`src/pfpc_pkg.sv`:
```
package pfpc_pkg;

  localparam int StackDepth = 32;
  localparam int CntW       = $clog2(StackDepth + 1);
  localparam int IdxW       = $clog2(StackDepth);
  localparam int CodeW      = 3;
  localparam int SymW       = 8;
  localparam int ErrW       = 2;

  typedef logic [CodeW-1:0] code_t;
  typedef logic [SymW-1:0]  sym_t;
  typedef logic [ErrW-1:0]  err_t;

  localparam code_t CODE_PLUS   = 3'd0;
  localparam code_t CODE_MINUS  = 3'd1;
  localparam code_t CODE_STAR   = 3'd2;
  localparam code_t CODE_SLASH  = 3'd3;
  localparam code_t CODE_MARKER = 3'd4;

  localparam sym_t CHAR_PLUS  = 8'h2B;
  localparam sym_t CHAR_MINUS = 8'h2D;
  localparam sym_t CHAR_STAR  = 8'h2A;
  localparam sym_t CHAR_SLASH = 8'h2F;
  localparam sym_t CHAR_NUL   = 8'h00;

  localparam err_t ERR_NONE      = 2'd0;
  localparam err_t ERR_OVERFLOW  = 2'd1;
  localparam err_t ERR_UNDERFLOW = 2'd2;

  typedef enum logic [7:0] {
    ST_IDLE     = 8'b0000_0001,
    ST_SCAN_RD  = 8'b0000_0010,
    ST_SCAN_CHK = 8'b0000_0100,
    ST_EMIT_OPD = 8'b0000_1000,
    ST_EMIT_RD  = 8'b0001_0000,
    ST_EMIT_OP  = 8'b0010_0000,
    ST_PUSH     = 8'b0100_0000,
    ST_OVF      = 8'b1000_0000
  } state_t;

  typedef struct packed {
    logic accept;
    logic scan_rd;
    logic scan_pop;
    logic emit_rd;
    logic load_opd;
    logic load_op;
    logic load_ovf;
    logic push_marker;
  } cmd_t;

  typedef struct packed {
    logic is_op;
    logic acc_full;
    logic cnt_zero;
    logic cnt_one;
    logic top_marker;
    logic last_pending;
    logic out_free;
  } sts_t;

  function automatic logic is_operator(sym_t s);
    return (s == CHAR_PLUS) || (s == CHAR_MINUS) || (s == CHAR_STAR) || (s == CHAR_SLASH);
  endfunction

  function automatic code_t op_code(sym_t s);
    code_t c;
    case (s)
      CHAR_MINUS: c = CODE_MINUS;
      CHAR_STAR:  c = CODE_STAR;
      CHAR_SLASH: c = CODE_SLASH;
      default:    c = CODE_PLUS;
    endcase
    return c;
  endfunction

  function automatic sym_t code_to_char(logic [1:0] c);
    sym_t s;
    case (c)
      2'd1:    s = CHAR_MINUS;
      2'd2:    s = CHAR_STAR;
      2'd3:    s = CHAR_SLASH;
      default: s = CHAR_PLUS;
    endcase
    return s;
  endfunction

endpackage

```
`src/pfpc_in_if.sv`:
```
interface pfpc_in_if;
  logic                valid;
  logic                ready;
  logic [pfpc_pkg::SymW-1:0] in_symbol;
  logic                first_of_expression;

  modport source (output valid, output in_symbol, output first_of_expression, input ready);
  modport sink   (input valid, input in_symbol, input first_of_expression, output ready);
endinterface

```
`src/pfpc_out_if.sv`:
```
interface pfpc_out_if;
  logic                      valid;
  logic                      ready;
  logic [pfpc_pkg::SymW-1:0] out_symbol;
  logic                      last_in_run;
  logic [pfpc_pkg::ErrW-1:0] error_code;
  logic                      expression_done;

  modport source (output valid, output out_symbol, output last_in_run, output error_code,
                  output expression_done, input ready);
  modport sink   (input valid, input out_symbol, input last_in_run, input error_code,
                  input expression_done, output ready);
endinterface

```
`src/pfpc_ram.sv`:
```
module pfpc_ram #(
  parameter int Width = 8,
  parameter int Depth = 32
) (
  input  logic                     clk,
  input  logic                     we,
  input  logic [$clog2(Depth)-1:0] waddr,
  input  logic [Width-1:0]         wdata,
  input  logic                     re,
  input  logic [$clog2(Depth)-1:0] raddr,
  output logic [Width-1:0]         rdata
);

  logic [Width-1:0] mem [Depth];

  always_ff @(posedge clk) begin
    if (we) begin
      mem[waddr] <= wdata;
    end
    if (re) begin
      rdata <= mem[raddr];
    end
  end

endmodule

```
`src/pfpc_ctrl.sv`:
```
module pfpc_ctrl (
  input  logic            clk,
  input  logic            rst_n,
  input  logic            in_valid,
  output logic            in_ready,
  input  pfpc_pkg::sts_t  sts,
  output pfpc_pkg::cmd_t  cmd
);

  pfpc_pkg::state_t state_r, state_nxt;

  always_ff @(posedge clk) begin
    if (!rst_n) begin
      state_r <= pfpc_pkg::ST_IDLE;
    end else begin
      state_r <= state_nxt;
    end
  end

  assign in_ready = (state_r == pfpc_pkg::ST_IDLE);

  always_comb begin
    state_nxt = state_r;
    cmd       = '0;
    unique case (state_r)
      pfpc_pkg::ST_IDLE: begin
        if (in_valid) begin
          cmd.accept = 1'b1;
          if (!sts.is_op) begin
            state_nxt = pfpc_pkg::ST_SCAN_RD;
          end else if (sts.acc_full) begin
            state_nxt = pfpc_pkg::ST_OVF;
          end
        end
      end
      pfpc_pkg::ST_SCAN_RD: begin
        if (sts.cnt_zero) begin
          state_nxt = pfpc_pkg::ST_EMIT_OPD;
        end else begin
          cmd.scan_rd = 1'b1;
          state_nxt   = pfpc_pkg::ST_SCAN_CHK;
        end
      end
      pfpc_pkg::ST_SCAN_CHK: begin
        // pop marker and operator beneath; a lone marker ends the scan
        if (sts.top_marker) begin
          cmd.scan_pop = 1'b1;
          state_nxt    = sts.cnt_one ? pfpc_pkg::ST_EMIT_OPD : pfpc_pkg::ST_SCAN_RD;
        end else begin
          state_nxt = pfpc_pkg::ST_EMIT_OPD;
        end
      end
      pfpc_pkg::ST_EMIT_OPD: begin
        if (sts.out_free) begin
          cmd.load_opd = 1'b1;
          state_nxt    = sts.last_pending ? pfpc_pkg::ST_PUSH : pfpc_pkg::ST_EMIT_RD;
        end
      end
      pfpc_pkg::ST_EMIT_RD: begin
        cmd.emit_rd = 1'b1;
        state_nxt   = pfpc_pkg::ST_EMIT_OP;
      end
      pfpc_pkg::ST_EMIT_OP: begin
        if (sts.out_free) begin
          cmd.load_op = 1'b1;
          state_nxt   = sts.last_pending ? pfpc_pkg::ST_PUSH : pfpc_pkg::ST_EMIT_RD;
        end
      end
      pfpc_pkg::ST_PUSH: begin
        cmd.push_marker = 1'b1;
        state_nxt       = pfpc_pkg::ST_IDLE;
      end
      pfpc_pkg::ST_OVF: begin
        if (sts.out_free) begin
          cmd.load_ovf = 1'b1;
          state_nxt    = pfpc_pkg::ST_IDLE;
        end
      end
      default: begin
        state_nxt = pfpc_pkg::ST_IDLE;
      end
    endcase
  end

endmodule

```
`src/pfpc_dpath.sv`:
```
module pfpc_dpath (
  input  logic                      clk,
  input  logic                      rst_n,
  input  logic [pfpc_pkg::SymW-1:0] in_symbol,
  input  logic                      first_of_expression,
  input  pfpc_pkg::cmd_t            cmd,
  output pfpc_pkg::sts_t            sts,
  input  logic                      out_ready,
  output logic                      out_valid,
  output logic [pfpc_pkg::SymW-1:0] out_symbol,
  output logic                      last_in_run,
  output logic [pfpc_pkg::ErrW-1:0] error_code,
  output logic                      expression_done
);

  localparam logic [pfpc_pkg::CntW-1:0] DepthCnt = pfpc_pkg::CntW'(pfpc_pkg::StackDepth);
  localparam logic [pfpc_pkg::CntW-1:0] OneCnt   = pfpc_pkg::CntW'(1);
  localparam logic [pfpc_pkg::CntW-1:0] TwoCnt   = pfpc_pkg::CntW'(2);

  pfpc_pkg::sym_t              sym_r;
  logic [pfpc_pkg::CntW-1:0]   cnt_r;
  logic [pfpc_pkg::CntW-1:0]   emit_r;
  logic                        unf_r;
  logic                        out_valid_r;
  pfpc_pkg::sym_t              out_sym_r;
  logic                        out_last_r;
  pfpc_pkg::err_t              out_err_r;
  logic                        out_done_r;

  logic [pfpc_pkg::CntW-1:0]   acc_cnt;
  logic [pfpc_pkg::CntW-1:0]   cnt_m1;
  logic [pfpc_pkg::CntW-1:0]   emit_m2;
  logic [pfpc_pkg::CntW-1:0]   remain;
  logic                        is_op;
  pfpc_pkg::err_t              err_final;
  pfpc_pkg::err_t              err_cur;

  logic                        ram_we;
  logic [pfpc_pkg::IdxW-1:0]   ram_waddr;
  pfpc_pkg::code_t             ram_wdata;
  logic                        ram_re;
  logic [pfpc_pkg::IdxW-1:0]   ram_raddr;
  pfpc_pkg::code_t             ram_rdata;

  assign is_op   = pfpc_pkg::is_operator(in_symbol);
  assign acc_cnt = first_of_expression ? '0 : cnt_r;
  assign cnt_m1  = cnt_r - OneCnt;
  assign emit_m2 = emit_r - TwoCnt;
  // operators still to emit sit at every other slot between emit_r and cnt_r
  assign remain  = emit_r - cnt_r;

  assign err_final = unf_r ? pfpc_pkg::ERR_UNDERFLOW
                   : ((cnt_r == DepthCnt) ? pfpc_pkg::ERR_OVERFLOW : pfpc_pkg::ERR_NONE);
  assign err_cur   = sts.last_pending ? err_final : pfpc_pkg::ERR_NONE;

  always_comb begin
    sts              = '0;
    sts.is_op        = is_op;
    sts.acc_full     = (acc_cnt == DepthCnt);
    sts.cnt_zero     = (cnt_r == '0);
    sts.cnt_one      = (cnt_r == OneCnt);
    sts.top_marker   = (ram_rdata == pfpc_pkg::CODE_MARKER);
    sts.last_pending = (remain < TwoCnt);
    sts.out_free     = !out_valid_r || out_ready;
  end

  always_comb begin
    ram_we    = 1'b0;
    ram_waddr = acc_cnt[pfpc_pkg::IdxW-1:0];
    ram_wdata = pfpc_pkg::op_code(in_symbol);
    if (cmd.accept && is_op && (acc_cnt != DepthCnt)) begin
      ram_we = 1'b1;
    end else if (cmd.push_marker && (cnt_r != DepthCnt)) begin
      ram_we    = 1'b1;
      ram_waddr = cnt_r[pfpc_pkg::IdxW-1:0];
      ram_wdata = pfpc_pkg::CODE_MARKER;
    end
  end

  assign ram_re    = cmd.scan_rd || cmd.emit_rd;
  assign ram_raddr = cmd.emit_rd ? emit_m2[pfpc_pkg::IdxW-1:0] : cnt_m1[pfpc_pkg::IdxW-1:0];

  pfpc_ram #(
    .Width (pfpc_pkg::CodeW),
    .Depth (pfpc_pkg::StackDepth)
  ) u_stack (
    .clk   (clk),
    .we    (ram_we),
    .waddr (ram_waddr),
    .wdata (ram_wdata),
    .re    (ram_re),
    .raddr (ram_raddr),
    .rdata (ram_rdata)
  );

  always_ff @(posedge clk) begin
    if (!rst_n) begin
      cnt_r       <= '0;
      out_valid_r <= 1'b0;
    end else begin
      if (cmd.accept) begin
        cnt_r <= (is_op && (acc_cnt != DepthCnt)) ? acc_cnt + OneCnt : acc_cnt;
      end else if (cmd.scan_pop) begin
        cnt_r <= (cnt_r == OneCnt) ? '0 : cnt_r - TwoCnt;
      end else if (cmd.push_marker && (cnt_r != DepthCnt)) begin
        cnt_r <= cnt_r + OneCnt;
      end
      if (cmd.load_opd || cmd.load_op || cmd.load_ovf) begin
        out_valid_r <= 1'b1;
      end else if (out_ready) begin
        out_valid_r <= 1'b0;
      end
    end
  end

  always_ff @(posedge clk) begin
    if (cmd.accept) begin
      sym_r  <= in_symbol;
      emit_r <= acc_cnt;
      unf_r  <= 1'b0;
    end else begin
      if (cmd.scan_pop && (cnt_r == OneCnt)) begin
        unf_r <= 1'b1;
      end
      if (cmd.emit_rd) begin
        emit_r <= emit_m2;
      end
    end
    if (cmd.load_opd) begin
      out_sym_r  <= sym_r;
      out_last_r <= sts.last_pending;
      out_err_r  <= err_cur;
      out_done_r <= (cnt_r == '0);
    end else if (cmd.load_op) begin
      out_sym_r  <= pfpc_pkg::code_to_char(ram_rdata[1:0]);
      out_last_r <= sts.last_pending;
      out_err_r  <= err_cur;
      out_done_r <= (cnt_r == '0);
    end else if (cmd.load_ovf) begin
      out_sym_r  <= pfpc_pkg::CHAR_NUL;
      out_last_r <= 1'b1;
      out_err_r  <= pfpc_pkg::ERR_OVERFLOW;
      out_done_r <= 1'b0;
    end
  end

  assign out_valid       = out_valid_r;
  assign out_symbol      = out_sym_r;
  assign last_in_run     = out_last_r;
  assign error_code      = out_err_r;
  assign expression_done = out_done_r;

endmodule

```
`src/prefix_to_postfix_converter_top.sv`:
```
// Operator item: taken with no result; ready again the next cycle
// (overflowing operator: one result, loaded once the output is free).
// Operand item popping p operator pairs: each pop reads the stack top, then the operand
// and each popped operator are emitted, waiting on any output stalls; the stack RAM's
// single registered read port serves each pop and each emit. Then the marker is pushed.
// One item at a time; the last result may wait in the output register while the next is
// taken. Reset clears the controller, stack count and output valid; stack RAM is kept.
module prefix_to_postfix_converter_top (
  input logic        clk,
  input logic        rst_n,
  pfpc_in_if.sink    in_ch,
  pfpc_out_if.source out_ch
);

  pfpc_pkg::cmd_t cmd;
  pfpc_pkg::sts_t sts;

  pfpc_ctrl u_ctrl (
    .clk      (clk),
    .rst_n    (rst_n),
    .in_valid (in_ch.valid),
    .in_ready (in_ch.ready),
    .sts      (sts),
    .cmd      (cmd)
  );

  pfpc_dpath u_dpath (
    .clk                 (clk),
    .rst_n               (rst_n),
    .in_symbol           (in_ch.in_symbol),
    .first_of_expression (in_ch.first_of_expression),
    .cmd                 (cmd),
    .sts                 (sts),
    .out_ready           (out_ch.ready),
    .out_valid           (out_ch.valid),
    .out_symbol          (out_ch.out_symbol),
    .last_in_run         (out_ch.last_in_run),
    .error_code          (out_ch.error_code),
    .expression_done     (out_ch.expression_done)
  );

endmodule

```
`src/flat_wrapper.sv`:
```
// flat-port wrapper written by rule: the top's interface ports become plain ports
module prefix_to_postfix_converter_top_flat 
  (clk, rst_n, in_ch_valid, in_ch_in_symbol, in_ch_first_of_expression, in_ch_ready, out_ch_valid, out_ch_out_symbol, out_ch_last_in_run, out_ch_error_code, out_ch_expression_done, out_ch_ready);
  pfpc_in_if in_ch_i ();
  pfpc_out_if out_ch_i ();
  input logic clk;
  input logic rst_n;
  input wire logic [$bits(in_ch_i.valid)-1:0] in_ch_valid;
  input wire logic [$bits(in_ch_i.in_symbol)-1:0] in_ch_in_symbol;
  input wire logic [$bits(in_ch_i.first_of_expression)-1:0] in_ch_first_of_expression;
  output wire logic [$bits(in_ch_i.ready)-1:0] in_ch_ready;
  output wire logic [$bits(out_ch_i.valid)-1:0] out_ch_valid;
  output wire logic [$bits(out_ch_i.out_symbol)-1:0] out_ch_out_symbol;
  output wire logic [$bits(out_ch_i.last_in_run)-1:0] out_ch_last_in_run;
  output wire logic [$bits(out_ch_i.error_code)-1:0] out_ch_error_code;
  output wire logic [$bits(out_ch_i.expression_done)-1:0] out_ch_expression_done;
  input wire logic [$bits(out_ch_i.ready)-1:0] out_ch_ready;
  assign in_ch_i.valid = in_ch_valid;
  assign in_ch_i.in_symbol = in_ch_in_symbol;
  assign in_ch_i.first_of_expression = in_ch_first_of_expression;
  assign in_ch_ready = in_ch_i.ready;
  assign out_ch_valid = out_ch_i.valid;
  assign out_ch_out_symbol = out_ch_i.out_symbol;
  assign out_ch_last_in_run = out_ch_i.last_in_run;
  assign out_ch_error_code = out_ch_i.error_code;
  assign out_ch_expression_done = out_ch_i.expression_done;
  assign out_ch_i.ready = out_ch_ready;
  prefix_to_postfix_converter_top u_core (.clk(clk), .rst_n(rst_n), .in_ch(in_ch_i), .out_ch(out_ch_i));
endmodule
```
`config.mk`:
```
export PLATFORM = sky130hd
export DESIGN_NAME = prefix_to_postfix_converter_top_flat
export DESIGN_NICKNAME = d
export VERILOG_FILES = /design/src/pfpc_pkg.sv /design/src/pfpc_in_if.sv /design/src/pfpc_out_if.sv /design/src/pfpc_ram.sv /design/src/pfpc_ctrl.sv /design/src/pfpc_dpath.sv /design/src/prefix_to_postfix_converter_top.sv /design/src/flat_wrapper.sv
export SDC_FILE = /design/constraint.sdc
export NUM_CORES = 1
export LEC_CHECK = 0
export ABC_CLOCK_PERIOD_IN_PS = 3300
export BUFFER_PORTS_ARGS = -buffer_cell sky130_fd_sc_hd__buf_4
export CAP_MARGIN = 20
export CORE_MARGIN = 3
export CORE_UTILIZATION = 35
export DETAILED_ROUTE_END_ITERATION = 8
export SLEW_MARGIN = 20
export SYNTH_ARGS = -nofsm -noshare
export SYNTH_HDL_FRONTEND = slang
export SYNTH_SLANG_ARGS = --single-unit
```
`constraint.sdc`:
```
create_clock -name clk -period 3.3 [get_ports clk]
set_input_delay 0.33 -clock clk [delete_from_list [all_inputs] [get_ports clk]]
set_output_delay 0.33 -clock clk [all_outputs]
set_load 0.1 [all_outputs]
```
== After elaboration in Yosys (flattened, before gate mapping) ==
Memory sizes are Yosys's and may differ from the RTL's. A register that Yosys moved wholly into a read port is not among the register bits.
Cells that the tools add are included.
Storage, ports and cells
  RAM bits: 96
  bits of input ports: 13
  memories: 1
  register bits: 42
  word-level logic and storage cells: 121
  output and inout bits: 14
Memories
  u_core.u_dpath.u_stack.mem: depth 32, width 3, rd ports 1, clocked after memory_dff 1, write ports 1, RTL line pfpc_ram.sv:14  | logic [Width-1:0] mem [Depth];
Operators by class
  $lt $le $gt $ge: 1
  eq/ne operators: 25
  reduce and logical (&&, ||, !) cells: 20
  muxes and demuxes: 58
  add/subtract/negate cells: 6
Operators by type and width (count)
  8-bit two-way mux: 8
  6-bit two-way mux: 8
  8-bit one-hot mux with 6 select lines: 1
  8-bit by 6-bit == test with 1-bit output (second input constant): 5
  1-bit two-way mux: 25
  5-bit two-way mux: 3
  6-bit by 1-bit adder with 6-bit output (second input constant): 2
  6-bit == test (second input constant): 2
  4-bit two-way mux: 3
  6-bit inequality test (second input constant): 2
  6-bit by 2-bit subtractor with 6-bit output (second input constant): 2
  2-bit two-way mux: 5
  3-bit one-hot mux with 3 select lines: 1
  8-bit by 1-bit == test with 1-bit output (second input constant): 1
  8-bit by 2-bit == test with 1-bit output (second input constant): 1
  8-bit by 3-bit == test with 1-bit output (second input constant): 1
  8-bit by 4-bit == test with 1-bit output (second input constant): 1
  8-bit by 5-bit == test with 1-bit output (second input constant): 1
  8-bit by 7-bit == test with 1-bit output (second input constant): 1
  8-bit == test (second input constant): 1
  1-bit logical OR: 7
  7-bit two-way mux: 1
  6-bit by 1-bit == test with 1-bit output (second input constant): 1
  6-bit zero test: 1
  other kinds (17): 26

== Longest topological paths before layout ==
Gate-level depths: netlist of the first run.
  depth in word-level cells: 9
  depth in mapped cells: 11
  gate-level depth less buffers: 10

== Hierarchy ==
Synthesis of the first run repeated with hierarchy kept, for this count alone.
Unflattened totals
  cell total of the unflattened synthesis: 508
  area, all modules: 6829.0 um^2
Modules (own cells, without submodules)
  pfpc_ram: area an instance 3946.3 um^2, times used 1, cells an instance 185, seq. area each 2972.9 um^2
  pfpc_dpath: area an instance 2348.5 um^2, times used 1, cells an instance 252, seq. area each 940.9 um^2
  pfpc_ctrl: area an instance 534.3 um^2, times used 1, cells an instance 71, seq. area each 160.2 um^2

== Worst setup path after synthesis of the first run ==
OpenSTA, ideal clock, no wires.
  kind: register to register
  start point: reg u_core.u_dpath.cnt_r[0] in the netlist's numbering
  end point: mem u_core.u_dpath.u_stack.mem[28][0] in the netlist's numbering, enable pin
  stages on the path, launching flop included: 11
  clock period less this slack: 2.638 ns
  arrival time: 2.318 ns
  library setup time: 0.320 ns
  path buffers: 2
  setup slack: 0.662 ns
  required time: 2.980 ns
  cell sequence: dfxtp_1 -> clkbuf_1 -> inv_1 -> ha_1 -> or3b_2 -> o2111ai_1 -> buf_2 -> nand2_1 -> o21ai_0 -> nand2_1 -> nor2_1
Between the ends
  cells in the longest elaborated chain, start to end: 6
  elaborated cells between the ends (all ways): 11
  those cells by class: 2 x eq/ne; 7 x mux; 2 x reduce/logical
Ends and longest elaborated chain
  start: declaration: RTL line pfpc_dpath.sv:21  | logic [pfpc_pkg::CntW-1:0] cnt_r;
  start signal: assignment: RTL line pfpc_dpath.sv:102  | cnt_r <= (is_op && (acc_cnt != DepthCnt)) ? acc_cnt + OneCnt : acc_cnt;
  start signal: assignment: RTL line pfpc_dpath.sv:104  | cnt_r <= (cnt_r == OneCnt) ? '0 : cnt_r - TwoCnt;
  start signal: assignment: RTL line pfpc_dpath.sv:106  | cnt_r <= cnt_r + OneCnt;
  6-bit inequality test or 6-bit two-way mux (tied branches): RTL line pfpc_dpath.sv:73, pfpc_dpath.sv:46
  1-bit logical AND or 6-bit inequality test (tied branches): RTL line pfpc_dpath.sv:73, pfpc_dpath.sv:71
  1-bit two-way mux or 1-bit logical AND (tied branches): RTL line pfpc_dpath.sv:73, pfpc_dpath.sv:71
  1-bit two-way mux: RTL line pfpc_dpath.sv:71  | if (cmd.accept && is_op && (acc_cnt != DepthCnt)) begin
  1-bit two-way mux: RTL line pfpc_ram.sv:17  | if (we) begin
  1-bit two-way mux (not written as such): RTL line pfpc_ram.sv:18  | mem[waddr] <= wdata;
  end: declaration: RTL line pfpc_ram.sv:14
Parallel ways exist; a longest one is shown, timed or not.

== Worst setup path in the final report of the first run ==
  start point: reg u_core.u_dpath.cnt_r[1] in the netlist's numbering
  end point: mem u_core.u_dpath.u_stack.mem[16][1] in the netlist's numbering, enable pin
The elaborated chain is that of the path after synthesis.

==> key figures, run 1 <==
Status
  – Status: finished clean

Yosys
  – Syn Inst Count: 563
  – Cell variety after synth: 62
  – Largest family of logic cells by synthesized area: simple AND/OR/NAND/NOR gates
  – Simple-gate share of the synthesized area: 0.1546
  – Synth Warn #: 0
  – Fraction of the mapped netlist area in adder cells: 0.02840
  – Mux cell area share after synthesis: 0.08121
  – FFs w/ async S/R, synth: 0
  – Synth Area in Compound Gates: 0.1007
  – Post-synth EDFFs: 125
  – Mean Syn Cell Area: 12.21 um^2
  – Seq/Total Area, Yosys: 0.5929
  – Top_reg_cell synth: edfxtp_1
  – XOR/XNOR Fraction of Synth Area: 0.01784
  – Synthesis-stage register bit count: 141
  – Mapped cell area: 6872 um^2
  – Post-synth net total: 591

Layout
  – Commonest non-fill, non-tap cells in the layout: 125 x edfxtp_1, 70 x nor2_1, 57 x nand2_1
  – FILL cells: 1812
  – Final cell count without fillers: 879
  – Post-Route Utilization: 0.4176
  – Area grow syn2layout: 15.59%
  – Final #Nets: 634
  – Share of cells above drive strength 1: 0.1696
  – Most common cell after layout, fill and taps aside: edfxtp_1
  – ANT cells: 0

Pwr
  – Switching Share: 0.3138
  – Pwr Total: 5070 uW
  – Clock share of power: 0.333
  – Internal Power: 3479 uW
  – LEAKAGE: 0.002760 uW
  – Cell Pwr Density: 638.3 nW/um^2
  – Sw Pwr: 1591 uW
  – Logic pwr share: 0.260
  – Reg power frac: 0.406
  – Max VDD drop: 0.0003238 V

Global route
  – Global route overflow: 0
  – Initial antenna violation count: 0
  – Via count of the first global-routing pass: 4638
  – Total GRT Usage: 0.1526
  – Largest net degree at the start of global routing: 33
  – First-pass GRT wire length: 25360 um

STA
  – Clock Skews: 14.45 ps
  – Period minus WS final: 2939 ps
  – Finish-stage setup viols: 0
  – Fmax: 340.2 MHz
  – Worst slew pin tran: 570.0 ps
  – Fin. max-slew vios: 0
  – RSZ-0062 raised after global routing: no
  – Setup TNS Final: 0 ps
  – Hold Vio Cnt, Final: 0
  – Final period util: 0.8907
  – Slew HR: 0.6091

Worst setup path
  – Crit start category: register
  – Max FO, Critical Path: 9
  – Critical path capture point type: register
  – Setup CP Type: reg -> reg
  – Critical Path RT: 3390 ps
  – Crit path DAT: 3030 ps

Clocking
  – CTS Root Buffer Type: clkbuf_16
  – CTS tree: built
  – Post-CTS sizing: 0
  – Htree depth: 4
  – Worst-Skew Late Latency: 420 ps
  – Clock sinks: 141
  – Hold-fix buffers at CTS: 0
  – Postcts setup bufs: 0
  – Clock transition at path regs: 60 ps
  – Clock Tree Buf Depth: 2
  – Num CTS Buffers: 17

Floorplanning
  – Starting Density: 0.3613
  – Die Area: 21350 um^2
  – Core Area: 19020 um^2
  – Core Rows: 50
  – DIE HEIGHT: 146.1 um
  – Die X: 146.1 um
  – IO Pins: 27

Place
  – IO buf count: 26
  – DP Wirelength: 11180 um
  – Final GP Congestion: 0.8921
  – Placed cells: 847

Detailed routing
  – Avg WL per Cell: 18.19 um
  – Met1 Wirelength: 7245 um
  – First drt pass iteration count: 5
  – DRC errors left: 0
  – Initial drt markers: 424
  – WL met2: 7631 um
  – Via count: 4646
  – WL met3: 872 um
  – Top layer reached by signal wires: met4
  – Vias per cell: 5.286
  – DRT antenna net count: 0
  – Final WL: 15990 um

Worst hold path
  – Hold Crit Class: in -> reg

Run
  – Max Cap Violations: 0
cell families after synthesis:
family | count (synthesis)
muxes | 46
adders and majority gates | 15
buffers and inverters | 35
DFF | 141
and+or+nand+nor | 216
AOI/OAI and AO/OA | 96
xor gates and xnor gates | 14
power groups by stage:
| stage | Combinational, uW | Sequential (uW) | Clock, uW |
|---|---|---|---|
| global placement | 1280 | 2090 | 0 |
| finish | 1320 | 2060 | 1690 |
| floorplan | 1000 | 2090 | 0 |
| global route | 1450 | 2070 | 1810 |
| detailed placement | 1300 | 2100 | 0 |
| CTS | 1320 | 2060 | 1720 |
worst max-delay path, stage by stage, from the launching register on:
cell	delay, ps
dfxtp_1	390
inv_1	200
ha_1	270
or3b_2	460
o2111ai_1	290
nand2_1	200
o21ai_0	120
nand2_1	320
nor2_1	360
Yosys cell counts, types with 3 or more instances:
cell	count	share of area
a211oi_2	3	0.0055
a21boi_0	7	0.0076
a21oi_1	18	0.013
a22o_1	6	0.0076
a31oi_1	6	0.0055
a32oi_1	6	0.0076
and2_1	9	0.0082
and3_1	8	0.0073
buf_2	5	0.0036
buf_6	4	0.0066
clkbuf_1	12	0.0066
dfxtp_1	16	0.047
edfxtp_1	125	0.55
ha_1	14	0.025
inv_1	14	0.0076
mux2_2	7	0.011
mux2i_1	31	0.045
mux4_2	6	0.020
nand2_1	57	0.031
nand2b_1	7	0.0064
nand3_1	20	0.015
nand4_1	9	0.0082
nor2_1	70	0.038
nor2b_1	12	0.011
nor3_1	6	0.0044
nor3b_1	3	0.0033
o211ai_1	5	0.0055
o21a_1	3	0.0033
o21ai_0	13	0.0095
o22ai_1	4	0.0036
o31ai_1	6	0.0066
xnor2_1	8	0.010
xor2_1	6	0.0076
final timing paths:
| check | slack [ps] | to | cells past startpoint | startpoint |
|---|---|---|---|---|
| min reg2reg | 500 | u_core.u_dpath.unf_r | 1 | u_core.u_dpath.unf_r |
| max | 360 | u_core.u_dpath.u_stack.mem[16][1] | 8 | u_core.u_dpath.cnt_r[1] |
| max reg2reg | 360 | u_core.u_dpath.u_stack.mem[16][1] | 8 | u_core.u_dpath.cnt_r[1] |
| min | 100 | u_core.u_dpath.sym_r[3] | 1 | in_ch_in_symbol[3] |
flip-flops by register name, summed over array words and instances, names as in the netlist:
signal and count:
u_core.u_dpath.u_stack.mem 96, u_core.u_ctrl.state_r 8, u_core.u_dpath.out_symbol 8, u_core.u_dpath.sym_r 8, u_core.u_dpath.cnt_r 6, u_core.u_dpath.emit_r 6, u_core.u_dpath.u_stack.rdata 3, u_core.u_dpath.error_code 2
u_core.u_dpath.expression_done 1, u_core.u_dpath.last_in_run 1, u_core.u_dpath.out_valid 1, u_core.u_dpath.unf_r 1
through the flow:
step           hold WS, ps  worst slack (ps)  cell area (um^2)
2_1_floorplan        428.9             662.4              6872
6_report             100.9             360.7              7943
4_1_cts              85.72             385.2              7943
3_3_place_gp         478.5             452.3              7421
3_5_place_dp         500.2             378.1              7421
5_1_grt              86.57             119.9              7943
area by class of cell:
type / instances / area (um^2) / share of cell area
clock inverter: 14 / 92.59 / 0.01166
inverter: 14 / 52.55 / 0.006616
multi-input combinational: 387 / 2631 / 0.3313
timing repair buffer: 45 / 337.8 / 0.04253
clock buffer: 18 / 429.2 / 0.05403
sequential: 141 / 4074 / 0.5129
tap: 260 / 325.3 / 0.04096
layer usage:
metal | track usage | vias up
met2 | 0.2464 | 134
met1 | 0.2024 | 2296
met5 | 0 | -
li1 | - | 2194
met3 | 0.04314 | 22
met4 | 0.04280 | 0
(Power assumes the default switching activity.)
==> run 2, diff against run 1 <==
--- a/config.mk
+++ b/config.mk
@@ -8,10 +8,14 @@
 export ABC_CLOCK_PERIOD_IN_PS = 3300
 export BUFFER_PORTS_ARGS = -buffer_cell sky130_fd_sc_hd__buf_4
 export CAP_MARGIN = 20
+export CELL_PAD_IN_SITES_DETAIL_PLACEMENT = 0
+export CELL_PAD_IN_SITES_GLOBAL_PLACEMENT = 2
 export CORE_MARGIN = 3
 export CORE_UTILIZATION = 35
 export DETAILED_ROUTE_END_ITERATION = 8
+export PLACE_DENSITY_LB_ADDON = 0.1
 export SLEW_MARGIN = 20
 export SYNTH_ARGS = -nofsm -noshare
 export SYNTH_HDL_FRONTEND = slang
+export SYNTH_HIERARCHICAL = 1
 export SYNTH_SLANG_ARGS = --single-unit
==> key figures, run 2 <==
Status
  – Status: finished clean

Detailed routing
  – DRT antenna net count: 0
  – Avg WL per Cell: 20.23 um
  – Final WL: 17070 um
  – Vias per cell: 5.104
  – First drt pass iteration count: 4
  – Via count: 4308
  – DRC errors left: 0
  – Initial drt markers: 252

STA
  – RSZ-0062 raised after global routing: yes
  – Hold Vio Cnt, Final: 0
  – Final period util: 0.9866
  – Slew HR: 0.4846
  – Finish-stage setup viols: 0
  – Worst slew pin tran: 765.0 ps
  – Setup slack after layout: 44.21 ps
  – Setup TNS Final: 0 ps
  – Fmax: 307.1 MHz
  – Fin. max-slew vios: 0
  – Clock Skews: 8.055 ps
  – Period minus WS final: 3256 ps

Worst setup path
  – Critical path capture point type: register
  – Max FO, Critical Path: 6
  – Crit path DAT: 3420 ps
  – RR Endpoint: u_core/u_dpath/u_stack/rdata[1]
  – Setup CP Type: reg -> reg
  – Critical Path RT: 3470 ps
  – Reg2reg path depth: 11
  – FF-to-FF setup slack: 40 ps
  – Reg2Reg Launch Point: u_core/u_ctrl/state_r[1]
  – Crit start category: register

Global route
  – Initial antenna violation count: 0
  – Via count of the first global-routing pass: 4346
  – Global route overflow: 0
  – Largest net degree at the start of global routing: 33
  – First-pass GRT wire length: 26150 um
  – Total GRT Usage: 0.1627

Yosys
  – FFs w/ async S/R, synth: 0
  – Post-synth EDFFs: 125
  – Top_reg_cell synth: edfxtp_1
  – Synthesis-stage register bit count: 141
  – Cell variety after synth: 56
  – Post-synth net total: 536
  – Ranking of synthesized cells by area: edfxtp_1 55%, mux4_2 9.6%, dfxtp_1 4.7%
  – Top post-synthesis cells by count: 125 x edfxtp_1, 55 x nor2_1, 29 x mux4_2, 29 x nand2_1, 22 x a21oi_1
  – Mean Syn Cell Area: 13.44 um^2
  – Synth Warn #: 6
  – Area leader, netlist: edfxtp_1
  – Seq/Total Area, Yosys: 0.5966
  – Top-area cell type share of the netlist area: 0.5497
  – Syn Inst Count: 508
  – Top-count cell post-synth: edfxtp_1
  – Mapped cell area: 6829 um^2

Clocking
  – Htree depth: 4
  – CTS Root Buffer Type: clkbuf_16
  – Clock sinks: 141
  – Worst-Skew Late Latency: 420 ps
  – Clock transition at path regs: 60 ps
  – Num CTS Buffers: 17
  – CTS tree: built
  – Clock Tree Buf Depth: 2
  – Hold-fix buffers at CTS: 0

Layout
  – Share of cells above drive strength 1: 0.3305
  – Largest reg by FF count: u_core/u_dpath/u_stack/mem
  – Post-Route Utilization: 0.4467
  – Area grow syn2layout: 24.00%
  – Final #Nets: 599
  – Largest register FFs: 96
  – FILL cells: 1729
  – Most common cell after layout, fill and taps aside: edfxtp_1
  – Final cell count without fillers: 844
  – ANT cells: 0
  – Fin area: 8468 um^2
  – Commonest non-fill, non-tap cells in the layout: 125 x edfxtp_1, 58 x buf_4, 34 x nor2_1

Floorplanning
  – Core Area: 18960 um^2
  – Core Rows: 50
  – Starting Density: 0.3603
  – Die X: 145.7 um
  – DIE HEIGHT: 145.7 um
  – IO Pins: 27
  – Die Area: 21220 um^2

Worst hold path
  – Hold Path Depth: 1
  – Hold Crit Class: in -> reg
  – Min-delay src: in_ch_in_symbol[5]
  – Min-Delay Endpoint: u_core/u_dpath/sym_r[5]

Place
  – Cell Area, Placed: 7729 um^2
  – DP Wirelength: 11610 um
  – Placed cells: 807
  – Final GP Congestion: 0.7845
  – IO buf count: 26
  – Dpl ws: 16.53 ps

Pwr
  – LEAKAGE: 0.002888 uW
  – Max VDD drop: 0.0004284 V
  – Cell Pwr Density: 619.7 nW/um^2

Run
  – Max Cap Violations: 0
[run 2: cell count changes in the layout (fill, tap and decap cells not counted), sizes merged, moves of 6 or more]
| cell | change |
|---|---|
| a32oi | -6 |
| nor3 | +10 |
| a22o | -6 |
| nand3 | -12 |
| o21ai | +7 |
| buf | +21 |
| inv | +11 |
| nor2 | -15 |
| nand2 | -29 |
| xnor2 | +8 |
| nor2b | -10 |
| mux4 | +24 |
| mux2i | -29 |
[run 2: layer usage]
layer | up-vias | GRT usage | wire length, um
met5 | - | 0 | 0
met4 | 0 | 0.04226 | 179
met3 | 15 | 0.04235 | 514
met2 | 62 | 0.2729 | 8771
met1 | 2193 | 0.2112 | 7605
li1 | 2038 | - | -
[run 2: what timing repair did]
action,4_1_cts,5_1_grt
endpoints found under the hold margin,0,0
pin swaps,0,2
setup endpoints to repair,1,36
gates resized for setup,1,13
gates cloned,0,4
setup buffers,0,1
[run 2: layout make-up]
type	count	area (um^2)	share of cell area
Multi-Input combinational cell	320	2770	0.3271
Timing Repair Buffer	69	630.6	0.07447
Tap cell	260	325.3	0.03842
Sequential cell	141	4075	0.4812
Inverter	22	85.08	0.01005
Clock buffer	17	425.4	0.05024
Clock inverter	15	156.4	0.01847
[run 2: worst max-delay path, stage by stage (launching register included)]
cell     delay (ps)
dfxtp_2         320
or4_4           540
nor4b_2         280
buf_4           180
buf_6           120
nor2_1           70
a21oi_4         140
buf_12          140
buf_12          120
mux4_2          310
mux4_2          500
mux2_4          280
[run 2: stage by stage]
step,power (uW),hold slack (ps)
floorplan,2946,428.9
global placement,3267,465.0
detailed placement,3272,481.0
CTS,5184,83.00
global route,5505,82.55
finish,5248,104.9
[run 2: report_power, final]
part	leakage (uW)	internal, uW	switching [uW]
clock	0.000281	1070	822
sequential	0.00122	2010	55.5
combinational	0.00138	583	710
total	0.00289	3660	1590
[run 2: worst max path at each step]
stage	to	cells after the start	slack (ps)	start
after floorplan	u_core/u_dpath/u_stack/mem[28][0]	13	-380	u_core/u_ctrl/state_r[5]
after global placement	u_core/u_dpath/u_stack/rdata[2]	9	40	u_core/u_ctrl/state_r[6]
after detailed placement	u_core/u_dpath/u_stack/rdata[2]	9	20	u_core/u_ctrl/state_r[6]
after CTS	u_core/u_dpath/u_stack/rdata[2]	9	20	u_core/u_ctrl/state_r[7]
after global routing	u_core/u_dpath/u_stack/rdata[0]	9	-30	u_core/u_ctrl/state_r[1]
final	u_core/u_dpath/u_stack/rdata[1]	11	40	u_core/u_ctrl/state_r[1]
[run 2: cell families after synthesis]
| logic type | count (synthesis) | share of synthesized area |
|---|---|---|
| AO/OA/AOI/OAI | 67 | 0.06010 |
| flip-flops | 141 | 0.5966 |
| buffers and inverters | 47 | 0.03463 |
| XOR/XNOR | 24 | 0.03078 |
| multiplexers | 37 | 0.1105 |
| adder cells (fa/ha/maj) | 15 | 0.02858 |
| AND/OR/NAND/NOR | 177 | 0.1389 |
